==> src/sv/brf_pkg.sv <==
// Shared types, constants and helpers for the chunked byte ring FIFO.
// No dependencies; the controller, result queue and top level import this package.
package brf_pkg;

    localparam int BRF_DEPTH  = 4096;
    localparam int BRF_AW     = $clog2(BRF_DEPTH);
    localparam int CAP_W      = BRF_AW + 1;
    localparam int MAX_CHUNK  = 64;
    localparam int LEN_W      = 7;
    localparam int BYTE_W     = 8;
    // Output queue depth; must be a power of two so the pointers wrap by themselves.
    localparam int OUTQ_DEPTH = 4;
    localparam int QPTR_W     = $clog2(OUTQ_DEPTH);
    localparam int QCNT_W     = $clog2(OUTQ_DEPTH + 1);

    localparam logic CMD_WRITE = 1'b0;
    localparam logic CMD_READ  = 1'b1;

    typedef enum logic [1:0] {
        ST_OK      = 2'd0,
        ST_NOSPACE = 2'd1,
        ST_NODATA  = 2'd2,
        ST_STRAY   = 2'd3
    } status_t;

    typedef struct packed {
        status_t             status;
        logic [BYTE_W-1:0]   rbyte;
        logic                last;
    } brf_result_t;

    typedef struct packed {
        logic        valid;
        brf_result_t res;
    } brf_push_t;

    typedef struct packed {
        logic              we;
        logic [BRF_AW-1:0] waddr;
        logic [BYTE_W-1:0] wdata;
        logic              re;
        logic [BRF_AW-1:0] raddr;
    } brf_ram_req_t;

    // Advance a ring index, wrapping at the capacity in use.
    function automatic logic [BRF_AW-1:0] brf_bump(input logic [BRF_AW-1:0] idx,
                                                   input logic [CAP_W-1:0]  cap);
        logic [CAP_W-1:0] n;
        n = {1'b0, idx} + CAP_W'(1);
        return (n >= cap) ? '0 : n[BRF_AW-1:0];
    endfunction

    function automatic logic [LEN_W-1:0] brf_len_clamp(input logic [LEN_W-1:0] raw);
        logic [LEN_W-1:0] v;
        v = raw;
        if (raw == '0)
            v = LEN_W'(1);
        else if (raw > LEN_W'(MAX_CHUNK))
            v = LEN_W'(MAX_CHUNK);
        return v;
    endfunction

    function automatic logic [CAP_W-1:0] brf_cap_clamp(input logic [CAP_W-1:0] raw);
        logic [CAP_W-1:0] v;
        v = raw;
        if (raw == '0)
            v = CAP_W'(1);
        else if (raw > CAP_W'(BRF_DEPTH))
            v = CAP_W'(BRF_DEPTH);
        return v;
    endfunction

endpackage

==> src/sv/brf_ctrl.sv <==
// Controller: ring indices, fill count, chunk tracking and read sequencing.
// Depends on brf_pkg; drives the byte store RAM and pushes into the result queue.
module brf_ctrl import brf_pkg::*; (
    input  logic              clk,
    input  logic              rst_n,
    input  logic              cfg_we,
    input  logic [CAP_W-1:0]  cfg_wdata,
    input  logic              in_valid,
    output logic              in_ready,
    input  logic              in_cmd,
    input  logic              in_first,
    input  logic [LEN_W-1:0]  in_length,
    input  logic [BYTE_W-1:0] in_data,
    output brf_ram_req_t      ram_req,
    input  logic [BYTE_W-1:0] ram_rdata,
    input  logic [QCNT_W-1:0] q_count,
    output brf_push_t         push
);

    typedef enum logic {
        S_IDLE,
        S_READ
    } state_t;

    state_t            state_reg, state_next;
    logic [CAP_W-1:0]  capacity_reg, capacity_next;
    logic [BRF_AW-1:0] write_index_reg, write_index_next;
    logic [BRF_AW-1:0] read_index_reg, read_index_next;
    logic [BRF_AW-1:0] commit_index_reg, commit_index_next;
    logic [CAP_W-1:0]  fill_reg, fill_next;
    logic [LEN_W-1:0]  chunk_rem_reg, chunk_rem_next;
    logic              chunk_acc_reg, chunk_acc_next;
    logic [LEN_W-1:0]  chunk_len_reg, chunk_len_next;
    logic [LEN_W-1:0]  rd_left_reg, rd_left_next;
    logic              pend_reg, pend_next;
    logic              pend_last_reg, pend_last_next;

    logic              accept;
    logic [LEN_W-1:0]  len_eff;
    logic [CAP_W-1:0]  len_wide;
    logic [QCNT_W:0]   q_load;
    logic              issue_ok;
    logic [BRF_AW-1:0] w_idx;
    logic [LEN_W-1:0]  w_rem;
    logic              w_acc;
    logic [LEN_W-1:0]  w_clen;
    logic [BRF_AW-1:0] w_idx_bumped;

    assign len_eff  = brf_len_clamp(in_length);
    assign len_wide = CAP_W'(len_eff);
    assign q_load   = {1'b0, q_count} + (QCNT_W + 1)'(pend_reg);
    assign issue_ok = (state_reg == S_READ) && (q_load < (QCNT_W + 1)'(OUTQ_DEPTH));
    assign in_ready = (state_reg == S_IDLE) && !pend_reg
                      && (q_count < QCNT_W'(OUTQ_DEPTH));
    assign accept   = in_valid && in_ready;
    assign w_idx_bumped = brf_bump(w_idx, capacity_reg);

    always_comb
    begin
        state_next        = state_reg;
        capacity_next     = capacity_reg;
        write_index_next  = write_index_reg;
        read_index_next   = read_index_reg;
        commit_index_next = commit_index_reg;
        fill_next         = fill_reg;
        chunk_rem_next    = chunk_rem_reg;
        chunk_acc_next    = chunk_acc_reg;
        chunk_len_next    = chunk_len_reg;
        rd_left_next      = rd_left_reg;
        pend_next         = 1'b0;
        pend_last_next    = pend_last_reg;
        ram_req           = '0;
        push              = '0;

        // A new chunk restarts from the committed end, dropping any unfinished one.
        if (in_first)
        begin
            w_idx  = commit_index_reg;
            w_rem  = len_eff;
            w_acc  = ((capacity_reg - fill_reg) >= len_wide);
            w_clen = len_eff;
        end
        else
        begin
            w_idx  = write_index_reg;
            w_rem  = chunk_rem_reg;
            w_acc  = chunk_acc_reg;
            w_clen = chunk_len_reg;
        end

        // Read data returns in the cycle after its address was issued.
        if (pend_reg)
        begin
            push.valid      = 1'b1;
            push.res.status = ST_OK;
            push.res.rbyte  = ram_rdata;
            push.res.last   = pend_last_reg;
        end

        case (state_reg)
            S_READ:
            begin
                if (issue_ok)
                begin
                    ram_req.re      = 1'b1;
                    ram_req.raddr   = read_index_reg;
                    read_index_next = brf_bump(read_index_reg, capacity_reg);
                    rd_left_next    = rd_left_reg - LEN_W'(1);
                    pend_next       = 1'b1;
                    pend_last_next  = (rd_left_reg == LEN_W'(1));
                    if (rd_left_reg == LEN_W'(1))
                    begin
                        state_next = S_IDLE;
                    end
                end
            end
            S_IDLE:
            begin
                if (accept)
                begin
                    push.valid    = 1'b1;
                    push.res.last = 1'b1;
                    if (in_cmd == CMD_READ)
                    begin
                        if (fill_reg < len_wide)
                        begin
                            push.res.status = ST_NODATA;
                        end
                        else
                        begin
                            // The burst itself supplies the results.
                            push.valid   = 1'b0;
                            state_next   = S_READ;
                            rd_left_next = len_eff;
                            fill_next    = fill_reg - len_wide;
                        end
                    end
                    else if (!in_first && (chunk_rem_reg == '0))
                    begin
                        push.res.status = ST_STRAY;
                    end
                    else
                    begin
                        write_index_next = w_idx;
                        chunk_rem_next   = w_rem - LEN_W'(1);
                        chunk_acc_next   = w_acc;
                        chunk_len_next   = w_clen;
                        if (!w_acc)
                        begin
                            push.res.status = ST_NOSPACE;
                        end
                        else
                        begin
                            push.res.status  = ST_OK;
                            ram_req.we       = 1'b1;
                            ram_req.waddr    = w_idx;
                            ram_req.wdata    = in_data;
                            write_index_next = w_idx_bumped;
                            if (w_rem == LEN_W'(1))
                            begin
                                fill_next         = fill_reg + CAP_W'(w_clen);
                                chunk_acc_next    = 1'b0;
                                commit_index_next = w_idx_bumped;
                            end
                        end
                    end
                end
            end
            default:
            begin
                state_next = S_IDLE;
            end
        endcase

        // A capacity write empties the FIFO.
        if (cfg_we)
        begin
            capacity_next     = brf_cap_clamp(cfg_wdata);
            write_index_next  = '0;
            read_index_next   = '0;
            commit_index_next = '0;
            fill_next         = '0;
            chunk_rem_next    = '0;
            chunk_acc_next    = 1'b0;
            chunk_len_next    = '0;
        end
    end

    always_ff @(posedge clk or negedge rst_n)
    begin
        if (!rst_n)
        begin
            state_reg        <= S_IDLE;
            capacity_reg     <= CAP_W'(BRF_DEPTH);
            write_index_reg  <= '0;
            read_index_reg   <= '0;
            commit_index_reg <= '0;
            fill_reg         <= '0;
            chunk_rem_reg    <= '0;
            chunk_acc_reg    <= 1'b0;
            chunk_len_reg    <= '0;
            rd_left_reg      <= '0;
            pend_reg         <= 1'b0;
            pend_last_reg    <= 1'b0;
        end
        else
        begin
            state_reg        <= state_next;
            capacity_reg     <= capacity_next;
            write_index_reg  <= write_index_next;
            read_index_reg   <= read_index_next;
            commit_index_reg <= commit_index_next;
            fill_reg         <= fill_next;
            chunk_rem_reg    <= chunk_rem_next;
            chunk_acc_reg    <= chunk_acc_next;
            chunk_len_reg    <= chunk_len_next;
            rd_left_reg      <= rd_left_next;
            pend_reg         <= pend_next;
            pend_last_reg    <= pend_last_next;
        end
    end

endmodule

==> config.mk <==
export PLATFORM = sky130hd
export DESIGN_NAME = brf_ctrl
export DESIGN_NICKNAME = d
export VERILOG_FILES = /design/src/sv/brf_pkg.sv /design/src/sv/brf_ctrl.sv
export SDC_FILE = /design/constraint.sdc
export NUM_CORES = 1
export LEC_CHECK = 0
export ABC_AREA = 1
export BUFFER_PORTS_ARGS = -buffer_cell sky130_fd_sc_hd__clkbuf_2
export CAP_MARGIN = 10
export CORE_ASPECT_RATIO = 1.25
export CORE_MARGIN = 2
export CORE_UTILIZATION = 65
export CTS_CLUSTER_DIAMETER = 120
export CTS_CLUSTER_SIZE = 12
export DETAILED_ROUTE_END_ITERATION = 16
export GPL_TIMING_DRIVEN = 0
export HOLD_SLACK_MARGIN = 0.03
export PLACE_DENSITY = 0.88
export SYNTH_ARGS = -nofsm -noshare
export SYNTH_HDL_FRONTEND = slang
export SYNTH_SLANG_ARGS = --single-unit
==> constraint.sdc <==
create_clock -name clk -period 8.8 [get_ports clk]
set_clock_uncertainty 0.05 [all_clocks]
set_input_delay 1.76 -clock clk [delete_from_list [all_inputs] [get_ports clk]]
set_output_delay 1.76 -clock clk [all_outputs]
set_load 0.01 [all_outputs]
Word-level counts from Yosys, hierarchy flattened
Cells that the tools add are included.
{"block": "op_classes", "mux": 82, "reduce_logical": 23, "mul": 0, "shift": 0, "n_addsub": 8, "bitwise_logic": 1, "n_div": 0, "order_cmp": 8, "n_eq_ne": 11}
{"operator": "$mux 12", "count": 20}
{"operator": "$mux 13", "count": 12}
{"operator": "$mux 7", "count": 18}
{"operator": "$mux 21", "count": 5}
{"operator": "$add 12x1->13 const B", "count": 2}
{"operator": "$ge 13x13->1", "count": 2}
{"operator": "$mux 1", "count": 20}
{"operator": "$eq 7x1->1 const B", "count": 2}
{"operator": "$logic_not 7->1", "count": 2}
{"operator": "$pmux 7 s2", "count": 1}
{"operator": "$sub 7x1->7 const B", "count": 2}
{"operator": "$add 13x7->13", "count": 1}
{"operator": "$ge 13x7->1", "count": 1}
{"operator": "$gt 13x13->1 const B", "count": 1}
{"operator": "$logic_not 13->1", "count": 1}
{"operator": "$lt 13x7->1", "count": 1}
{"operator": "$sub 13x13->13", "count": 1}
{"operator": "$sub 13x7->13", "count": 1}
{"operator": "$ne 2x2->1 const B", "count": 6}
{"operator": "$reduce_and 6->1", "count": 2}
{"operator": "$reduce_bool 2->1", "count": 5}
{"operator": "$reduce_and 4->1", "count": 2}
{"operator": "$gt 7x7->1 const B", "count": 1}
{"operator": "$mux 2", "count": 3}
{"operator": "other kinds (12)", "count": 21}
{"block": "word_totals", "ramBits": 0, "out_inout_bits": 47, "latch_bits": 0, "rom_bits": 0, "inputBits": 45, "reg_bits": 87, "mem_count": 0}

Longest topological paths before layout
Gate-level depths: netlist (run 1).
{"block": "logic_depth", "ltp_word": 12, "depth_mapped": 24}

Worst setup path after synthesis (run 1)
OpenSTA, ideal clock, no wires.
{"block": "synth_path", "path_kind": "in2out", "startpoint": "input in_length[4]", "endpoint": "output push[10] (netlist name)", "arrival_ns": 3.604, "path_stages": 14, "slack_ns": 3.386, "cell_sequence": "nor2_1 -> nand3_1 -> nand2_1 -> nand2_1 -> ha_1 -> a21oi_1 -> nand2_1 -> nand2_1 -> nand3_1 -> nor3_1 -> nand3_1 -> nand2_1 -> nand2_1 -> a21oi_1"}
{"element": "start, declared", "line": "brf_ctrl.sv:12", "text": "input logic [LEN_W-1:0] in_length,"}
{"element": "end, declared", "line": "brf_ctrl.sv:17", "text": "output brf_push_t push"}

==> results.md, run 1 <==
* Status: finished clean
* Total power at 2.08 mW
* Dpl hpwl at 15.8 mm
* Worst setup margin at 2.47 ns
* Setup TNS at 0 ns
* # port buffers at 91
* Fillers at 940
* First drt pass iteration count at 6
* Clock Sink Count at 87
* Via count at 7871
* Root Buffer: clkbuf_16
* DRT iter0 DRCs at 524
* Largest net degree at the start of global routing at 52
* Fin. Hold Viols at 0
* Sequential-to-total area share from yosys stat at 28.6%
* H-tree level count at 3
* Final GP Congestion at 0.990
* Resized cells post-CTS at 0
* Ant. Diodes at 0
* Post-DRT Antenna Nets at 0
* Site Rows at 44
* Period minus WS final at 6.33 ns
* F_max at 0.158 GHz
* Vias per cell at 5.71
* Starting density of the core at 66.2%
* Area grow syn2layout at 12.4%
* Initial antenna violation count at 0
* Reg2reg setup slack at 4.77 ns
* Worst ir drop on vdd at 0.118 mV
* Die height at 125 µm
* Number of nets in the layout at 1349
* Power Density at 242 nW/µm²
* CTS Buf Count at 9
* Tightest Pin Transition at 0.767 ns
* CTS tree: done
* Die X at 101 µm
* Final wirelength at 20.5 mm
* Drt wl/cell at 14.9 µm
* Synthesized cell area at 7620 µm²
* Unrepaired setup endpoints after global routing: no
* Fraction of layout cells with a size suffix above 1 at 14.0%
* # setup viols final at 0
* Crit path capture type: primary output
* Vias in the first global route at 7300
* Flops & latches, synth at 87
* Deepest clock path buffer count at 2
* Avg Cell Area, Syn at 6.72 µm²
* Worst Path Arrival at 4.52 ns
* Syn Nets at 1246
* Kind of critical path: in2out
* Cts hold-fix bufs at 0
* Hold crit path type: reg2reg
* Most frequent cells in the layout: 279 x nand2_1, 195 x inv_1, 113 x nor2_1
* Pre-CTS setup slack at 2.62 ns
* Leak pwr at 4.74 nW
* Tcrit/Tclk final at 72.0%
* First-pass GRT wire length at 33.5 mm
* Worst skew pair latency at 0.35 ns
* Distinct cells, synth at 46
* Die ar. at 12600 µm²
* Max cap viols at 0
* Cells after synthesis at 1133
* Commonest non-fill, non-tap cell in the layout: nand2_1
* Slew Limit Fails at 0
* Core box area at 11500 µm²
* Drt drc at 0
* Worst EP required at 6.99 ns
* Total grt overflow at 0
* Tot GR Track Use at 33.0%
* IO Pins at 92
* Setup bufs post-CTS at 0
* Clk slew on worst S/H paths at 0.06 ns
* Critical path fanouts, max at 10
* Worst setup SP type: input pin
* Synth warn at 0
* Headroom to the max-slew limit at 48.3%
## layout make-up
cell class / count / area [µm²] / share of cell area, %
Sequential cell: 87 / 2180 / 25.4
Inverter: 205 / 769 / 8.98
Buffer: 32 / 189 / 2.21
Multi-Input combinational cell: 809 / 4480 / 52.3
Tap cell: 138 / 173 / 2.02
Clock buffer: 10 / 229 / 2.67
Clock inverter: 5 / 58.8 / 0.687
Timing Repair Buffer: 92 / 485 / 5.67
## routing by layer
metal	global-route usage, %	share of wire, %	vias to the layer above
met5	0	0	-
met4	13.8	4.0	0
met2	57.6	50	364
met1	40.9	39	3593
met3	3.52	7.9	65
li1	-	-	3849
## stage by stage
step	utilization, %	hold slack (ns)	cell area (µm²)	std cells
floorplan	-	0.391	7620	1133
global placement	71.7	0.405	8250	1362
detailed placement	71.9	0.410	8280	1363
CTS	74.4	0.427	8560	1378
global route	74.4	0.443	8560	1378
finish	74.4	0.428	8560	1378
## where the power goes
group          internal, mW  leakage (nW)  switching (mW)  total, mW
sequential            0.477          1.15          0.0658      0.543
combinational         0.418          3.46           0.726       1.14
clock                 0.219         0.135           0.170      0.390
total                  1.11          4.74           0.963       2.08
## worst max-delay path, cell delays in order
cell      delay, ns
clkbuf_2       0.11
nor2_1         0.11
nand3_1        0.10
nand2_1        0.20
nand2_1        0.21
ha_1           0.37
a21oi_1        0.19
o21ai_0        0.13
o21ai_0        0.25
nand2_1        0.09
nor2_1         0.14
nand3_2        0.17
nand3_1        0.22
buf_2          0.26
nor2_1         0.06
clkbuf_2       0.16
## final timing paths
kind | cells after the start | endpoint | from
min | 2 | write_index_reg[0] | write_index_reg[0]
min in group asynchronous | 1 | fill_reg[8] | rst_n
max in group asynchronous | 2 | commit_index_reg[8] | rst_n
min reg2reg | 2 | write_index_reg[0] | write_index_reg[0]
max reg2reg | 20 | write_index_reg[4] | write_index_reg[0]
max | 16 | ram_req[21] | in_length[4]
## cells in the mapped netlist, drive strengths merged
cell    number  area share (%)
a211oi       1           0.099
a21oi       56             3.7
a31oi        3            0.25
and2         1           0.082
and3         1           0.082
buf         20             1.9
clkbuf      12            0.59
clkinv       2           0.099
dfrtp       86              28
dfstp        1            0.34
fa           3            0.79
ha          65              11
inv        203              10
nand2      287              14
nand3       61             4.3
nand3b       3            0.30
nand4       17             1.4
nor2       121             6.3
nor3        12             1.1
nor4         7            0.66
o211ai       5            0.49
o21a         1           0.099
o21ai       84             5.9
o221ai       1            0.11
o22ai       29             2.4
o311ai       1            0.11
o32ai        2            0.23
or2          7            0.57
xnor2        6            0.69
xor2        35             4.0
## kinds of logic after synthesis
group | after synthesis | share of synthesized area [%]
compound gates | 183 | 13.4
fa+ha+maj | 68 | 11.5
xor+xnor | 41 | 4.71
buf+inv | 237 | 12.6
flops | 87 | 28.6
simple gates | 517 | 29.3
Note: power is estimated with default switching activity, not from simulation.
==> inputs of run 2 (changes only) <==
ABC_AREA = 0   (was 1)
CORE_UTILIZATION = 54   (was 65)
PLACE_DENSITY = 0.78   (was 0.88)
clock period = 5.8 ns   (was 8.8 ns; I/O delays follow)
==> run 2 against run 1 <==
  * Combinational power down 26%
  * Die area rose by 14%
  * Global-route usage decreased by 4.0 points
  * Synthesized area shrank 5.0%
  * Largest cell class unchanged
  * Via count fell by 12%
  * Power increased by 2.5%
  * Synthesized cell count decreased by 21%
  * Clock power up 41%
  * Largest power group unchanged
  * Register-to-register slack worse by 3.2 ns
==> results.md, run 2 <==
* DP Area at 7930 µm²
* Area grow syn2layout at 13.5%
* Met2 routed WL at 9.87 mm
* Unrepaired setup endpoints after global routing: no
* Synthesized cell area at 7240 µm²
* Via count at 6942
* Largest net degree at the start of global routing at 54
* Fin cells at 1177
* Post-synth top flop: dfrtp_1
* Worst Path Arrival at 4.32 ns
* Commonest non-fill, non-tap cell in the layout: nand2_1
* Top cells by area, synth: dfrtp_1 30%, ha_1 11%, nand2_1 4.9%, nor2_1 4.6%, o21ai_0 4.6%
* Async SR Flop Fraction at 100%
* Die X at 108 µm
* Power Density at 259 nW/µm²
* Worst path most repeated cell: clkbuf_2
* Initial antenna violation count at 0
* Number of synthesized flops with an enable pin at 0
* Wire length on met3 at 1.13 mm
* Drt drc at 0
* Clock Sink Count at 87
* Worst EP required at 4.59 ns
* Deepest clock path buffer count at 2
* Fin area at 8220 µm²
* Worst Setup SP: in_length[6]
* Reg-to-reg startpoint: fill_reg[1]
* Reg2reg setup slack at 1.56 ns
* Tot GR Track Use at 29.0%
* DRT iter0 DRCs at 503
* Starting density of the core at 55.0%
* First-pass GRT wire length at 33.0 mm
* Hold crit path type: reg2reg
* Vias in the first global route at 6744
* Synth warn at 0
* Root Buffer: clkbuf_16
* Vias per cell at 5.90
* Placed Cells at 1158
* Most frequent cells in the layout: 95 x nand2_1, 90 x clkbuf_2, 88 x nor2_1
* Worst ir drop on vdd at 0.143 mV
* Critical path capture point: push[9]
* CTS Buf Count at 9
* Final wirelength at 20.2 mm
* H-tree level count at 3
* CTS tree: done
* Synth top cells by count: 95 x nand2_1, 88 x nor2_1, 86 x dfrtp_1
* Distinct cells, synth at 67
* # setup viols final at 0
* Avg Cell Area, Syn at 8.08 µm²
* Tcrit/Tclk final at 95.4%
* Fraction of layout cells with a size suffix above 1 at 14.0%
* Critical path cell sequence: clkbuf_2, clkbuf_2, nor2_1, ha_1, nor2b_1, o211ai_1, a21oi_1, nor4_1, o2111ai_1, nor4_4, buf_4, buf_2, nor3_1, nor3_1, clkbuf_2
* Biggest cell delay along the critical path at 0.54 ns
* Cell taking the most area after synthesis: dfrtp_1
* Die height at 133 µm
* Crit path capture type: primary output
* Core box area at 13200 µm²
* RR Endpoint: fill_reg[9]
* M1 WL at 8.34 mm
* Top sig layer: met4
* Final Util at 62.4%
* Site Rows at 47
* Dpl hpwl at 15.4 mm
* Clk slew on worst S/H paths at 0.06 ns
* Slew Limit Fails at 0
* Syn Nets at 1009
* Ant. Diodes at 0
* Synth top area share at 29.7%
* F_max at 0.181 GHz
* Headroom to the max-slew limit at 34.2%
* Min Hold Slack at 0.412 ns
* Kind of critical path: in2out
* Hold Path Depth at 2
* Cts hold-fix bufs at 0
* Drt wl/cell at 17.2 µm
* Final GP Congestion at 0.938
* Worst skew pair latency at 0.35 ns
* Die ar. at 14400 µm²
* First drt pass iteration count at 5
* Flops & latches, synth at 87
* Fillers at 1202
* Total power at 2.13 mW
* Cells after synthesis at 896
* Most common cell in the netlist: nand2_1
* Leak pwr at 3.81 nW
* Period minus WS final at 5.53 ns
* IO Pins at 92
* # port buffers at 90
* Tightest Pin Transition at 0.975 ns
* Max cap viols at 0
* Slowest CP cell: nor2_1
* Post-DRT Antenna Nets at 0
* Total grt overflow at 0
* Status: finished clean
* R2R cell count at 19
* Critical path fanouts, max at 10
* Number of nets in the layout at 1114
* Sequential-to-total area share from yosys stat at 30.1%
* Fin. Hold Viols at 0
* Worst setup SP type: input pin
run 2: cell count changes after synthesis, moves of 16 or more:
cell and delta:
xor2_1 -24, nand3_1 -38, nor2_1 -25, o21ai_1 -17, or3_1 +16, mux2i_1 +21, nand2_1 -184, nor3_1 +16
inv_1 -129, xnor2_1 +18, o22ai_1 -20, and2_1 +29
run 2: repair_timing:
| action | 4_1_cts | 5_1_grt |
|---|---|---|
| gates resized for setup | 0 | 5 |
| endpoints found under the setup margin | 19 | 19 |
| setup buffers | 3 | 0 |
| pin swaps | 1 | 0 |
| cloned | 0 | 0 |
run 2: cells by family (layout without fill, tap and decap cells):
group	after synthesis	count (layout)	synth area share [%]
buf+inv	103	213	5.79
simple gates	339	339	22.8
flops	87	87	30.1
xor+xnor	35	35	4.23
fa+ha+maj	68	68	12.1
mux	35	35	5.08
compound gates	229	229	19.9
run 2: area by class of cell:
class	instances	area, µm²	area share, %
Sequential cell	87	2180	26.5
Inverter	66	248	3.01
Tap cell	171	214	2.60
Multi-Input combinational cell	706	4650	56.6
Timing Repair Buffer	94	495	6.03
Clock inverter	3	20.0	0.244
Buffer	37	173	2.10
Clock buffer	13	240	2.92
run 2: critical path, delay by kind of cell:
kind	cells	cell delay [ns]
and+or+nand+nor	6	1.50
adders and majority gates	1	0.26
buffers and inverters	5	0.92
AOI/OAI and AO/OA	3	0.48
run 2: layer usage:
layer | up-vias | track usage [%]
met4 | 0 | 13.2
met5 | - | 0
li1 | 3378 | -
met2 | 243 | 49.1
met3 | 57 | 3.57
met1 | 3264 | 36.7
run 2: worst min path at each step:
| stage | endpoint | slack, ns | start |
|---|---|---|---|
| finish | read_index_reg[11] | 0.41 | read_index_reg[11] |
| global placement | read_index_reg[11] | 0.40 | read_index_reg[11] |
| detailed placement | read_index_reg[11] | 0.41 | read_index_reg[11] |
| CTS | read_index_reg[11] | 0.42 | read_index_reg[11] |
| global route | read_index_reg[11] | 0.47 | read_index_reg[11] |
| floorplan | read_index_reg[11] | 0.39 | read_index_reg[11] |
run 2: where the power goes:
| part | internal (mW) | total [mW] | switching [mW] |
|---|---|---|---|
| Sequential | 0.668 | 0.736 | 0.0682 |
| Combinational | 0.350 | 0.844 | 0.494 |
| Clock | 0.291 | 0.548 | 0.257 |
run 2: metrics by stage:
| stage | setup TNS [ns] | setup WS [ns] |
|---|---|---|
| 6_report | 0 | 0.266 |
| 5_1_grt | 0 | 0.00170 |
| 4_1_cts | 0 | 0.120 |
| 3_5_place_dp | -1.08 | -0.0930 |
| 3_3_place_gp | -0.663 | -0.0911 |
| 2_1_floorplan | 0 | 0.892 |
