===== config.mk =====
export PLATFORM = sky130hd
export DESIGN_NAME = brf_outq
export DESIGN_NICKNAME = d
export VERILOG_FILES = /design/src/sv/brf_pkg.sv /design/src/sv/brf_outq.sv
export SDC_FILE = /design/constraint.sdc
export NUM_CORES = 1
export LEC_CHECK = 0
export BUFFER_PORTS_ARGS = -buffer_cell sky130_fd_sc_hd__buf_2
export CAP_MARGIN = 10
export CELL_PAD_IN_SITES_DETAIL_PLACEMENT = 0
export CELL_PAD_IN_SITES_GLOBAL_PLACEMENT = 1
export CORE_MARGIN = 2
export CORE_UTILIZATION = 50
export CTS_BUF_LIST = sky130_fd_sc_hd__clkbuf_8 sky130_fd_sc_hd__clkbuf_16
export CTS_CLUSTER_DIAMETER = 40
export CTS_CLUSTER_SIZE = 16
export DETAILED_ROUTE_END_ITERATION = 8
export MAX_ROUTING_LAYER = met4
export PLACE_DENSITY = 0.85
export SLEW_MARGIN = 20
export SYNTH_ARGS = -nofsm -noshare
export SYNTH_HDL_FRONTEND = slang
export SYNTH_SLANG_ARGS = --single-unit
export TNS_END_PERCENT = 5

===== constraint.sdc =====
create_clock -name clk -period 4.1 [get_ports clk]
set_input_delay 0.82 -clock clk [delete_from_list [all_inputs] [get_ports clk]]
set_output_delay 0.82 -clock clk [all_outputs]
set_load 0.02 [all_outputs]

===== src/sv/brf_pkg.sv =====
// Shared types, constants and helpers for the chunked byte ring FIFO.
// No dependencies; the controller, result queue and top level import this package.
package brf_pkg;

    localparam int BRF_DEPTH  = 4096;
    localparam int BRF_AW     = $clog2(BRF_DEPTH);
    localparam int CAP_W      = BRF_AW + 1;
    localparam int MAX_CHUNK  = 64;
    localparam int LEN_W      = 7;
    localparam int BYTE_W     = 8;
    // Output queue depth; must be a power of two so the pointers wrap by themselves.
    localparam int OUTQ_DEPTH = 4;
    localparam int QPTR_W     = $clog2(OUTQ_DEPTH);
    localparam int QCNT_W     = $clog2(OUTQ_DEPTH + 1);

    localparam logic CMD_WRITE = 1'b0;
    localparam logic CMD_READ  = 1'b1;

    typedef enum logic [1:0] {
        ST_OK      = 2'd0,
        ST_NOSPACE = 2'd1,
        ST_NODATA  = 2'd2,
        ST_STRAY   = 2'd3
    } status_t;

    typedef struct packed {
        status_t             status;
        logic [BYTE_W-1:0]   rbyte;
        logic                last;
    } brf_result_t;

    typedef struct packed {
        logic        valid;
        brf_result_t res;
    } brf_push_t;

    typedef struct packed {
        logic              we;
        logic [BRF_AW-1:0] waddr;
        logic [BYTE_W-1:0] wdata;
        logic              re;
        logic [BRF_AW-1:0] raddr;
    } brf_ram_req_t;

    // Advance a ring index, wrapping at the capacity in use.
    function automatic logic [BRF_AW-1:0] brf_bump(input logic [BRF_AW-1:0] idx,
                                                   input logic [CAP_W-1:0]  cap);
        logic [CAP_W-1:0] n;
        n = {1'b0, idx} + CAP_W'(1);
        return (n >= cap) ? '0 : n[BRF_AW-1:0];
    endfunction

    function automatic logic [LEN_W-1:0] brf_len_clamp(input logic [LEN_W-1:0] raw);
        logic [LEN_W-1:0] v;
        v = raw;
        if (raw == '0)
            v = LEN_W'(1);
        else if (raw > LEN_W'(MAX_CHUNK))
            v = LEN_W'(MAX_CHUNK);
        return v;
    endfunction

    function automatic logic [CAP_W-1:0] brf_cap_clamp(input logic [CAP_W-1:0] raw);
        logic [CAP_W-1:0] v;
        v = raw;
        if (raw == '0)
            v = CAP_W'(1);
        else if (raw > CAP_W'(BRF_DEPTH))
            v = CAP_W'(BRF_DEPTH);
        return v;
    endfunction

endpackage


===== src/sv/brf_outq.sv =====
// Small result queue that decouples the controller from the output stream.
// Depends on brf_pkg for the result type and queue sizing.
module brf_outq import brf_pkg::*; (
    input  logic              clk,
    input  logic              rst_n,
    input  brf_push_t         push,
    output logic [QCNT_W-1:0] count,
    output logic              m_axis_tvalid,
    input  logic              m_axis_tready,
    output logic [7:0]        m_axis_tdata,   // read_byte[7:0]
    output logic [1:0]        m_axis_tuser,   // status[1:0]
    output logic              m_axis_tlast    // last
);

    brf_result_t       entry_reg [OUTQ_DEPTH];
    logic [QPTR_W-1:0] head_reg, head_next;
    logic [QPTR_W-1:0] tail_reg, tail_next;
    logic [QCNT_W-1:0] count_reg, count_next;
    logic              pop;

    assign pop = m_axis_tvalid && m_axis_tready;

    always_comb
    begin
        head_next  = head_reg;
        tail_next  = tail_reg;
        count_next = count_reg;
        if (push.valid)
        begin
            tail_next = tail_reg + QPTR_W'(1);
        end
        if (pop)
        begin
            head_next = head_reg + QPTR_W'(1);
        end
        if (push.valid && !pop)
        begin
            count_next = count_reg + QCNT_W'(1);
        end
        else if (pop && !push.valid)
        begin
            count_next = count_reg - QCNT_W'(1);
        end
    end

    always_ff @(posedge clk or negedge rst_n)
    begin
        if (!rst_n)
        begin
            head_reg  <= '0;
            tail_reg  <= '0;
            count_reg <= '0;
        end
        else
        begin
            head_reg  <= head_next;
            tail_reg  <= tail_next;
            count_reg <= count_next;
        end
    end

    always_ff @(posedge clk)
    begin
        if (push.valid)
        begin
            entry_reg[tail_reg] <= push.res;
        end
    end

    assign count         = count_reg;
    assign m_axis_tvalid = (count_reg != '0);
    assign m_axis_tdata  = entry_reg[head_reg].rbyte;
    assign m_axis_tuser  = entry_reg[head_reg].status;
    assign m_axis_tlast  = entry_reg[head_reg].last;

endmodule


# After elaboration in Yosys (flattened, before gate mapping)
# Memories as Yosys holds them, arrays and structs flattened.
# Index checks and enable logic that the tools add are counted.
totals:
  regBits: 7
  latch_bits: 0
  ramBits: 44
  romBits: 0
  in_bits: 15
  elab_cells: 19
  memories: 1
mem_list:
  columns: ["memory", "depth", "word_bits", "rd", "rd_ports_with_merged_regs", "wr", "line", "text"]
  rows:
  - ["entry_reg", 4, 11, 1, 0, 1, "brf_outq.sv:15", "brf_result_t entry_reg [OUTQ_DEPTH];"]
classes:
  addsub: 4
  n_mul: 0
  n_div: 0
  magnitude_cmp: 0
  eq_ne: 0
  shift: 0
  mux: 4
  n_bitwise: 0
  reduce_logical: 7
op_table:
  columns: ["op", "count"]
  rows:
  - ["3-bit 2-to-1 mux", 2]
  - ["2-bit by 1-bit adder with 2-bit output, second input constant", 2]
  - ["3-bit by 1-bit adder with 3-bit output, second input constant", 1]
  - ["1-bit logical AND", 3]
  - ["3-bit nonzero test", 1]
  - ["3-bit by 1-bit subtractor with 3-bit output, second input constant", 1]
  - ["1-bit logical NOT", 2]
  - ["1-bit 2-to-1 mux", 2]
  - ["2-bit nonzero test", 1]

# Longest topological paths before layout
# Gate-level depths: netlist (run 1).
logic_depth:
  depth_word: 5
  depth_mapped: 8
  depth_no_buf: 8

# Worst setup path after synthesis (run 1)
# No wires, ideal clock.
synth_timing:
  kind: "reg-to-reg"
  from: "reg count_reg[0] (netlist: count[0])"
  to: "reg count_reg[2] (netlist: count[2])"
  setup_time_ns: 0.080
  arrival_time_ns: 2.050
  setup_slack_ns: 1.971
  stages_incl_launch_ff: 9
  path_buffers: 0
  period_less_slack_ns: 2.129
  path_cell_list: "dfrtp_1 > or3_4 > nand2_1 > ha_1 > inv_1 > fa_1 > xor2_1 > nor2_1 > xor2_1"
synth_via:
  elab_chain_cells: 5
  elab_cells_between_ends: 10
  cone_classes: "2 x add/sub; 2 x mux; 6 x reduce/logical"
synth_lines:
  columns: ["element", "line", "text"]
  rows:
  - ["start, declared", "brf_outq.sv:18", "logic [QCNT_W-1:0] count_reg, count_next;"]
  - ["start signal, assigned", "brf_outq.sv:58", "count_reg <= count_next;"]
  - ["3-bit nonzero test (*)", "brf_outq.sv:71", "assign m_axis_tvalid = (count_reg != '0);"]
  - ["via m_axis_tvalid", "brf_outq.sv:8", "output logic m_axis_tvalid,"]
  - ["1-bit logical AND (*)", "brf_outq.sv:21", "assign pop = m_axis_tvalid && m_axis_tready;"]
  - ["1-bit logical NOT", "brf_outq.sv:36", "if (push.valid && !pop)"]
  - ["1-bit logical AND", "brf_outq.sv:36", null]
  - ["3-bit 2-to-1 mux / 2-bit nonzero test (equally long branches)", null, null]
# The timed path passes the listed nets; every way through them passes the cells marked *. The select of a mux whose other input is x is not followed.
# A chain may end at the register's enable or synchronous reset.

# Worst setup path in the final report (run 1)
layout_timing:
  from: "reg head_reg[0]"
  to: "out m_axis_tuser[0]"
layout_via:
  elab_chain_cells: 1
layout_lines:
  columns: ["element", "line", "text"]
  rows:
  - ["start, declared", "brf_outq.sv:16", "logic [QPTR_W-1:0] head_reg, head_next;"]
  - ["start signal, assigned", "brf_outq.sv:56", "head_reg <= head_next;"]
  - ["memory 4 x 11 bit", null, null]
  - ["end, declared", "brf_outq.sv:11", "output logic [1:0] m_axis_tuser,"]
# No other way between the ends.

==> qor.yml, run 1 <==
setup_tns_ns: 0
crit_buf_inv: 1
drcViolationCount: 0
tritoncts: "done"
vias: 940
start_kind: "flop"
cts-root-buf: "clkbuf_8"
port_buffers: 29
syn_area_um2: 1990
die_y_um: 67.0
ys_top_cells_by_area: "edfxtp_1, mux4_2, dfrtp_1"
period_needed_ns: 2.76
cts_max_path_buffers: 2
yosysTopAreaCellShare_pct: 66.5
finalCritPeriodShare_pct: 67.4
ios: 30
antenna_found_initial: 0
powerDensity_nw_per_um2: 718
place_congestion: 0.732
diodes: 0
yosysMostFrequentCell: "edfxtp_1"
die_area_um2: 4490
fin_ws_ns: 1.34
post-dp-hpwl_mm: 2.12
fmax_ghz: 0.362
max_stage_delay_ns: 0.83
crit_chain: "mux4_1, buf_2"
drt-total-wl_mm: 3.02
core_um2: 3740
status: "complete, no violations"
netlist_instances: 90
cts_buffers: 5
rsz0062_at_grt: "no"
dp.cells: 165
fin_cells: 173
yosysWarningCount: 0
finClkSkew_ns: 0.00204
clock_sinks: 51
syn-num-nets: 111
synth.largest_area_cell: "edfxtp_1"
grt_usage_pct: 16.4
htreeDepth: 2
p_total_mw: 1.65
slew_headroom_pct: 50.3
grt.overflow.total: 0
cpLargestDelayFamily: "flip-flops"
clkTransAtPathRegs_ns: 0.08
worst_pin_slew_ns: 0.746
grt_max_degree: 16
ctsResizeCount: 0
postCtsSetupBuffers: 0
p_leak_nw: 0.850
async_reset_ff_share_pct: 13.7
grt_pass1_vias: 985
drive_gt1_share_pct: 37.6
area_growth_pct: 15.4
ys_types: 18
start_util_pct: 53.1
required_ns: 3.28
dr.pass1.iters: 4
hold_path.class: "in -> async"
path_class: "reg -> out"
drt_iter0_drc: 39
pre_cts_ws_ns: 1.63
nets: 145
ant_nets: 0
ys_ff_latch: 51
grt_pass1_wl_mm: 4.87
worstPathMaxFanout: 13
final_max_slew_viol_count: 0
post_drt_wl_per_cell_um: 17.5
maxCapViolCount: 0
yosys-top-cells-count: "edfxtp_1, mux4_2, dfrtp_1"
viasPerCell: 5.43
cp.arrival_ns: 1.94
synth_seq_area_share_pct: 75.3
critPathSlowestCell: "dfrtp_1"
rows: 22
insertion_delay_ns: 0.30
hold_violations: 0
setup_viol: 0
synth_ff_type: "edfxtp_1"
largest_reg_flops: 44
end_kind: "output pin"
syn_area_per_cell_um2: 22.1
synth-edff-count: 44
vdd_drop_max_v: 0.000383
fp.dieW_um: 67.0
cts_hold_buf: 0
[final timing paths]
path                                    startpoint                 endpoint  slack, ns  cells past startpoint
max                        head_reg[0]$_DFFE_PN0P_          m_axis_tuser[0]       1.34                      2
min                                          rst_n     count[2]$_DFFE_PN0P_       0.34                      1
max reg2reg                   count[0]$_DFFE_PN0P_     count[2]$_DFFE_PN0P_       1.96                      8
min reg2reg                   count[2]$_DFFE_PN0P_     count[2]$_DFFE_PN0P_       0.51                      1
max in group asynchronous                    rst_n  head_reg[1]$_DFFE_PN0P_       3.60                      1
min in group clk              count[2]$_DFFE_PN0P_     count[2]$_DFFE_PN0P_       0.51                      1
[placed cells by master (no fill, tap or decap), types with 2 or more instances in the layout]
master    count
edfxtp_1     44
buf_2        29
mux4_2        8
dfrtp_1       7
clkbuf_8      6
ha_1          5
and2_1        4
inv_1         3
mux4_1        3
xnor2_1       3
xor2_1        3
nand2_1       2
[power breakdown]
group | switching, mW | leakage [nW] | total [mW] | internal, mW
combinational | 0.269 | 0.303 | 0.504 | 0.235
clock | 0.152 | 0.0612 | 0.349 | 0.197
sequential | 0.102 | 0.486 | 0.793 | 0.691
total | 0.523 | 0.850 | 1.65 | 1.12
[kinds of logic (layout without fill, tap and decap cells)]
group           count (synthesis)  count (layout)  synth area share, %
compound gates                  1               1                0.252
buf+inv                         5              40                 1.39
xor+xnor                        6               6                 2.65
simple gates                    9               9                 2.64
mux                            12              12                 13.6
flops                          51              51                 75.3
fa+ha+maj                       6               6                 4.16
[stage by stage]
step	util (%)	hold slack, ns	instance area (um^2)
after floorplan	-	0.494	1990
after global placement	58.1	0.474	2180
after detailed placement	58.1	0.491	2180
after CTS	61.3	0.344	2290
after global routing	61.3	0.341	2290
final	61.3	0.343	2290
[worst reg2reg max path, cell delays in order (launching register included)]
cell and delay [ns]:
dfrtp_1 0.43, or3_4 0.41, nand2_1 0.13, ha_1 0.21, inv_1 0.07, fa_1 0.37
xor2_1 0.17, nor2_1 0.12, xor2_1 0.16
[layout make-up]
type / count / area, um^2
Sequential cell: 51 / 1500
Fill cell: 286 / 1450
Multi-Input combinational cell: 34 / 463
Timing Repair Buffer: 29 / 145
Clock buffer: 6 / 82.6
Tap cell: 48 / 60.1
Clock inverter: 2 / 35.0
Inverter: 3 / 11.3
[metal layers]
metal | up-vias | track usage (%) | part of all wire [%] | routed length, um
met5 | - | - | 0 | 0
met4 | 0 | 6.12 | 1.7 | 51
met3 | 5 | 5.07 | 4.7 | 141
met2 | 25 | 26.5 | 54 | 1620
met1 | 486 | 19.5 | 40 | 1210
li1 | 424 | - | - | -
Note: power is estimated with default switching activity, not from simulation.
==> run 2: changes to the inputs <==
CORE_UTILIZATION = 43   (was 50)
PLACE_DENSITY = 0.78   (was 0.85)
clock period = 2.25 ns   (was 4.1 ns; I/O delays follow)
==> run 2 against run 1 <==
Clock skew up 0.0013 ns. First-iteration DRC count up 41%. Clock power up 38%. Die area up 15%. Non-clock buffer count up 3. Via count down 2.8%. Highest routed layer is now met3.
==> qor.yml, run 2 (synthesis gave the netlist of run 1 again) <==
viasPerCell: 5.08
nets: 148
fmax_ghz: 0.474
final_cell_mix: "edfxtp_1, buf_2, mux4_2"
seq_area_um2: 1500
end_kind: "flop"
cts_max_path_buffers: 2
grt_pass1_wl_mm: 5.02
antenna_found_initial: 0
hold_path.class: "in -> reg"
slew_headroom_pct: 59.4
fp.dieW_um: 72.0
multiInputGateArea_um2: 465
status: "complete, no violations"
setup_viol: 0
cts-root-buf: "clkbuf_8"
required_ns: 2.47
fin_cells: 180
critPathSlowestCell: "dfrtp_2"
finalCritPeriodShare_pct: 93.7
final_common_cell: "edfxtp_1"
area_growth_pct: 15.4
wl_met1_mm: 1.30
vdd_drop_max_v: 0.000484
whs_ns: 0.366
diodes: 0
worstPathMaxFanout: 4
drt_iter0_drc: 55
tritoncts: "done"
max_stage_delay_ns: 0.44
cts_buffers: 5
place_congestion: 0.697
drive_gt1_share_pct: 39.1
finClkSkew_ns: 0.00336
grt_usage_pct: 13.7
dr_wl_met3_um: 135
top_layer_used: "met3"
port_buffers: 29
ios: 30
clock_sinks: 51
p_total_mw: 2.88
die_area_um2: 5180
drt-total-wl_mm: 3.04
grt_max_degree: 15
path_class: "reg -> reg"
crit_chain: "or3_4, nand2_1, ha_2, inv_1, fa_1, xor2_1, nor2_1, xor2_1"
largest_reg_flops: 44
wl_met2_mm: 1.61
dp.cells: 171
post-dp-hpwl_mm: 2.11
insertion_delay_ns: 0.29
cp.arrival_ns: 2.33
dr.pass1.iters: 4
clkTransAtPathRegs_ns: 0.08
htreeDepth: 2
worst_pin_slew_ns: 0.610
die_y_um: 72.0
start_kind: "flop"
maxCapViolCount: 0
start_util_pct: 45.0
post_drt_wl_per_cell_um: 16.9
p_leak_nw: 0.850
grt.overflow.total: 0
ant_nets: 0
setup_tns_ns: 0
powerDensity_nw_per_um2: 1260
final_max_slew_viol_count: 0
period_needed_ns: 2.11
rows: 24
core_um2: 4410
crit_top_cell: "xor2_1"
hold_violations: 0
vias: 914
fill_cells: 369
drcViolationCount: 0
grt_pass1_vias: 1034
run 2: cell types whose count changed in the layout (fill, tap and decap cells not counted):
cell | previous run | this run
buf_4 | 0 | 2
bufinv_16 | 1 | 0
clkbuf_8 | 6 | 5
dfrtp_1 | 7 | 5
dfrtp_2 | 0 | 2
dlygate4sd3_1 | 0 | 1
ha_1 | 5 | 4
ha_2 | 0 | 1
inv_1 | 3 | 5
run 2: final timing paths:
path                                       from                         to  slack (ns)  cells after the start
setup / recovery           count[0]$_DFFE_PN0P_       count[2]$_DFFE_PN0P_        0.14                      8
hold / removal                          push[7]  entry_reg[2][7]$_DFFE_PP_        0.37                      1
setup reg to reg           count[0]$_DFFE_PN0P_       count[2]$_DFFE_PN0P_        0.14                      8
hold reg to reg            count[0]$_DFFE_PN0P_       count[0]$_DFFE_PN0P_        0.53                      1
max in group asynchronous                 rst_n       count[0]$_DFFE_PN0P_        1.57                      2
min in group asynchronous                 rst_n       count[2]$_DFFE_PN0P_        0.52                      2
run 2: cell type report:
cell class,instances,share of cell area (%)
clock buffer,5,3.00
clock inverter,3,0.546
inverter,3,0.491
multi-input combinational,34,20.3
sequential,51,65.4
tap,52,2.84
timing repair buffer,32,7.42
run 2: what timing repair did:
action / 4_1_cts / 5_1_grt
endpoints found under the hold margin: 7 / 0
endpoints found under the setup margin: 4 / 1
hold buffers: 1 / 0
setup buffers: 0 / 0
gates resized for setup: 1 / 2
run 2: power by group:
part	switching, mW	internal, mW
Sequential	0.156	1.26
Clock	0.272	0.210
Combinational	0.527	0.456
run 2: metal layers:
layer | up-vias | track usage (%)
li1 | 426 | -
met1 | 469 | 16.6
met2 | 19 | 22.7
met3 | 0 | 3.89
met4 | 0 | 3.77
met5 | - | -
run 2: through the flow:
step	setup slack, ns	area [um^2]	utilization (%)
after floorplan	0.121	1990	-
after global placement	0.243	2200	49.7
after detailed placement	0.112	2200	49.7
after CTS	0.116	2290	51.8
after global routing	-0.00171	2290	51.9
final	0.142	2290	51.9
run 2: worst max-delay path, delay by kind of cell, from the launching register on:
| kind | cells | cell delay, ns |
|---|---|---|
| adders and majority gates | 2 | 0.57 |
| and+or+nand+nor | 3 | 0.63 |
| xor gates and xnor gates | 2 | 0.33 |
| buffers and inverters | 1 | 0.06 |
| DFF | 1 | 0.44 |
==> run 3: changes to the inputs <==
ABC_AREA = 1   (was default)
CORE_UTILIZATION = 41   (was 43)
PLACE_DENSITY = 0.79   (was 0.78)
==> run 3 against run 2 <==
Core utilization fell by 3.3 points. Sequential share of layout area fell by 5.2 points. Clock power rose by 4%. Critical endpoint is now m_axis_tdata[2]. Largest cell class unchanged. Largest power group unchanged. Highest routed layer is now met4.
==> qor.yml, run 3 <==
status: "complete, no violations"
setup_tns_ns: 0
yosysTopAreaCellShare_pct: 60.6
cp.arrival_ns: 1.45
p_leak_nw: 1.09
end_kind: "output pin"
fmax_ghz: 0.526
port_buffers: 29
cts-root-buf: "clkbuf_8"
synth_seq_area_share_pct: 68.6
largest_reg_flops: 44
drcViolationCount: 0
ys_ff_latch: 51
place_congestion: 0.793
nets: 235
synth-edff-count: 44
vias: 1278
drt_iter0_drc: 66
finalCritPeriodShare_pct: 84.5
antenna_found_initial: 0
worstPathMaxFanout: 12
syn_area_per_cell_um2: 12.0
powerDensity_nw_per_um2: 1260
dr.pass1.iters: 4
finClkSkew_ns: 0.00451
final_max_slew_viol_count: 0
dp.cells: 276
grt.overflow.total: 0
async_reset_ff_share_pct: 13.7
fp.dieW_um: 77.0
insertion_delay_ns: 0.29
worstHoldEndpoint: "entry_reg[0][3]$_DFFE_PP_"
synth_compound_area_share_pct: 7.80
cts_buffers: 5
max_stage_delay_ns: 0.38
synth-xor-area-share_pct: 0.803
rows: 26
final_cell_mix: "nand2_1, edfxtp_1, inv_1, buf_2, o211ai_1"
synth.largest_area_cell: "edfxtp_1"
final_area_um2: 2480
fin_cells: 285
post-route-util_pct: 48.7
ios: 30
ctsResizeCount: 0
postCtsSetupBuffers: 0
clock_sinks: 51
ys_top_cells_by_area: "edfxtp_1, nand2_1, dfrtp_1"
syn_area_um2: 2180
netlist_instances: 182
r2r-end: "count[2]$_DFFE_PN0P_"
drt-total-wl_mm: 3.30
synth_top_family_by_area: "simple AND/OR/NAND/NOR gates"
muxShareOfSynthArea_pct: 0
start_util_pct: 42.7
die_area_um2: 5920
grt_usage_pct: 12.6
reg2reg_from: "count[0]$_DFFE_PN0P_"
start_kind: "flop"
reg2regPathDepth: 10
yosysWarningCount: 0
required_ns: 1.80
area_growth_pct: 13.9
period_needed_ns: 1.90
post_drt_wl_per_cell_um: 11.6
worst_pin_slew_ns: 0.526
grt_pass1_vias: 1176
clkTransAtPathRegs_ns: 0.09
hold_start: "push[3]"
syn-num-nets: 203
htreeDepth: 2
final_common_cell: "nand2_1"
placed_area_um2: 2380
ys_types: 17
path_class: "reg -> out"
cts_max_path_buffers: 2
rrSetupSlack_ns: 0.45
die_y_um: 77.0
hold_violations: 0
drive_gt1_share_pct: 18.6
synth_fa_ha_area_share_pct: 3.78
critPathSlowestCell: "dfrtp_1"
setup_viol: 0
viasPerCell: 4.48
post-dp-hpwl_mm: 2.22
maxCapViolCount: 0
diodes: 0
slew_headroom_pct: 64.9
tritoncts: "done"
grt_pass1_wl_mm: 5.52
rsz0062_at_grt: "no"
hold_path.class: "in -> reg"
grt_max_degree: 45
yosys-top-cells-count: "nand2_1, edfxtp_1, inv_1"
synth_ff_type: "edfxtp_1"
synthSimpleGateAreaFrac_pct: 10.3
crit_chain: "inv_1, o211ai_1, nand2_1, buf_2"
ant_nets: 0
vdd_drop_max_v: 0.000443
holdPathStages: 1
core_um2: 5110
yosysMostFrequentCell: "nand2_1"
[run 3: worst max-delay path by stage]
stage | startpoint | endpoint | slack [ns] | cells past startpoint
floorplan | count[0]$_DFFE_PN0P_ | count[2]$_DFFE_PN0P_ | 0.39 | 10
global placement | count[0]$_DFFE_PN0P_ | count[2]$_DFFE_PN0P_ | 0.55 | 10
detailed placement | count[0]$_DFFE_PN0P_ | count[2]$_DFFE_PN0P_ | 0.45 | 10
CTS | head_reg[1]$_DFFE_PN0P_ | m_axis_tdata[2] | 0.33 | 4
global route | count[0]$_DFFE_PN0P_ | count[2]$_DFFE_PN0P_ | 0.22 | 10
finish | head_reg[1]$_DFFE_PN0P_ | m_axis_tdata[2] | 0.35 | 4
[run 3: critical path, delay by kind of cell, from the launching register on]
kind / cells / cell delay, ns
compound gates: 1 / 0.17
buf+inv: 2 / 0.51
flops: 1 / 0.38
simple gates: 1 / 0.09
[run 3: logic make-up after synthesis]
kind of cell / Yosys count
compound gates: 23
buf+inv: 42
xor+xnor: 2
flops: 51
simple gates: 58
fa+ha+maj: 6
[run 3: layer usage]
| layer | up-vias | track usage (%) | wire, um |
|---|---|---|---|
| met1 | 589 | 13.5 | 1390 |
| met3 | 4 | 2.12 | 76 |
| met5 | - | - | 0 |
| li1 | 668 | - | - |
| met2 | 17 | 23.1 | 1800 |
| met4 | 0 | 4.91 | 43 |
[run 3: per-stage QoR]
step                power, mW  setup WS [ns]  hold slack, ns
finish                   3.12          0.348           0.369
global route             3.39          0.216           0.349
CTS                      3.17          0.331           0.356
detailed placement       2.67          0.448           0.295
global placement         2.63          0.547           0.296
floorplan                2.31          0.385           0.154
[run 3: power breakdown]
group	total (mW)	leakage, nW	internal [mW]	switching, mW
clock	0.499	0.0408	0.222	0.277
combinational	1.27	0.561	0.425	0.848
sequential	1.35	0.488	1.26	0.0912
total	3.12	1.09	1.91	1.22
[run 3: final cells by class]
class	instances	area [um^2]
Clock inverter	3	23.8
Multi-Input combinational cell	89	494
Timing Repair Buffer	32	183
Sequential cell	51	1500
Tap cell	70	87.6
Clock buffer	5	68.8
Inverter	35	131
Fill cell	495	2620
[run 3: timing repair]
item,4_1_cts,5_1_grt
hold buffers,1,0
endpoints found under the setup margin,0,0
endpoints found under the hold margin,7,0
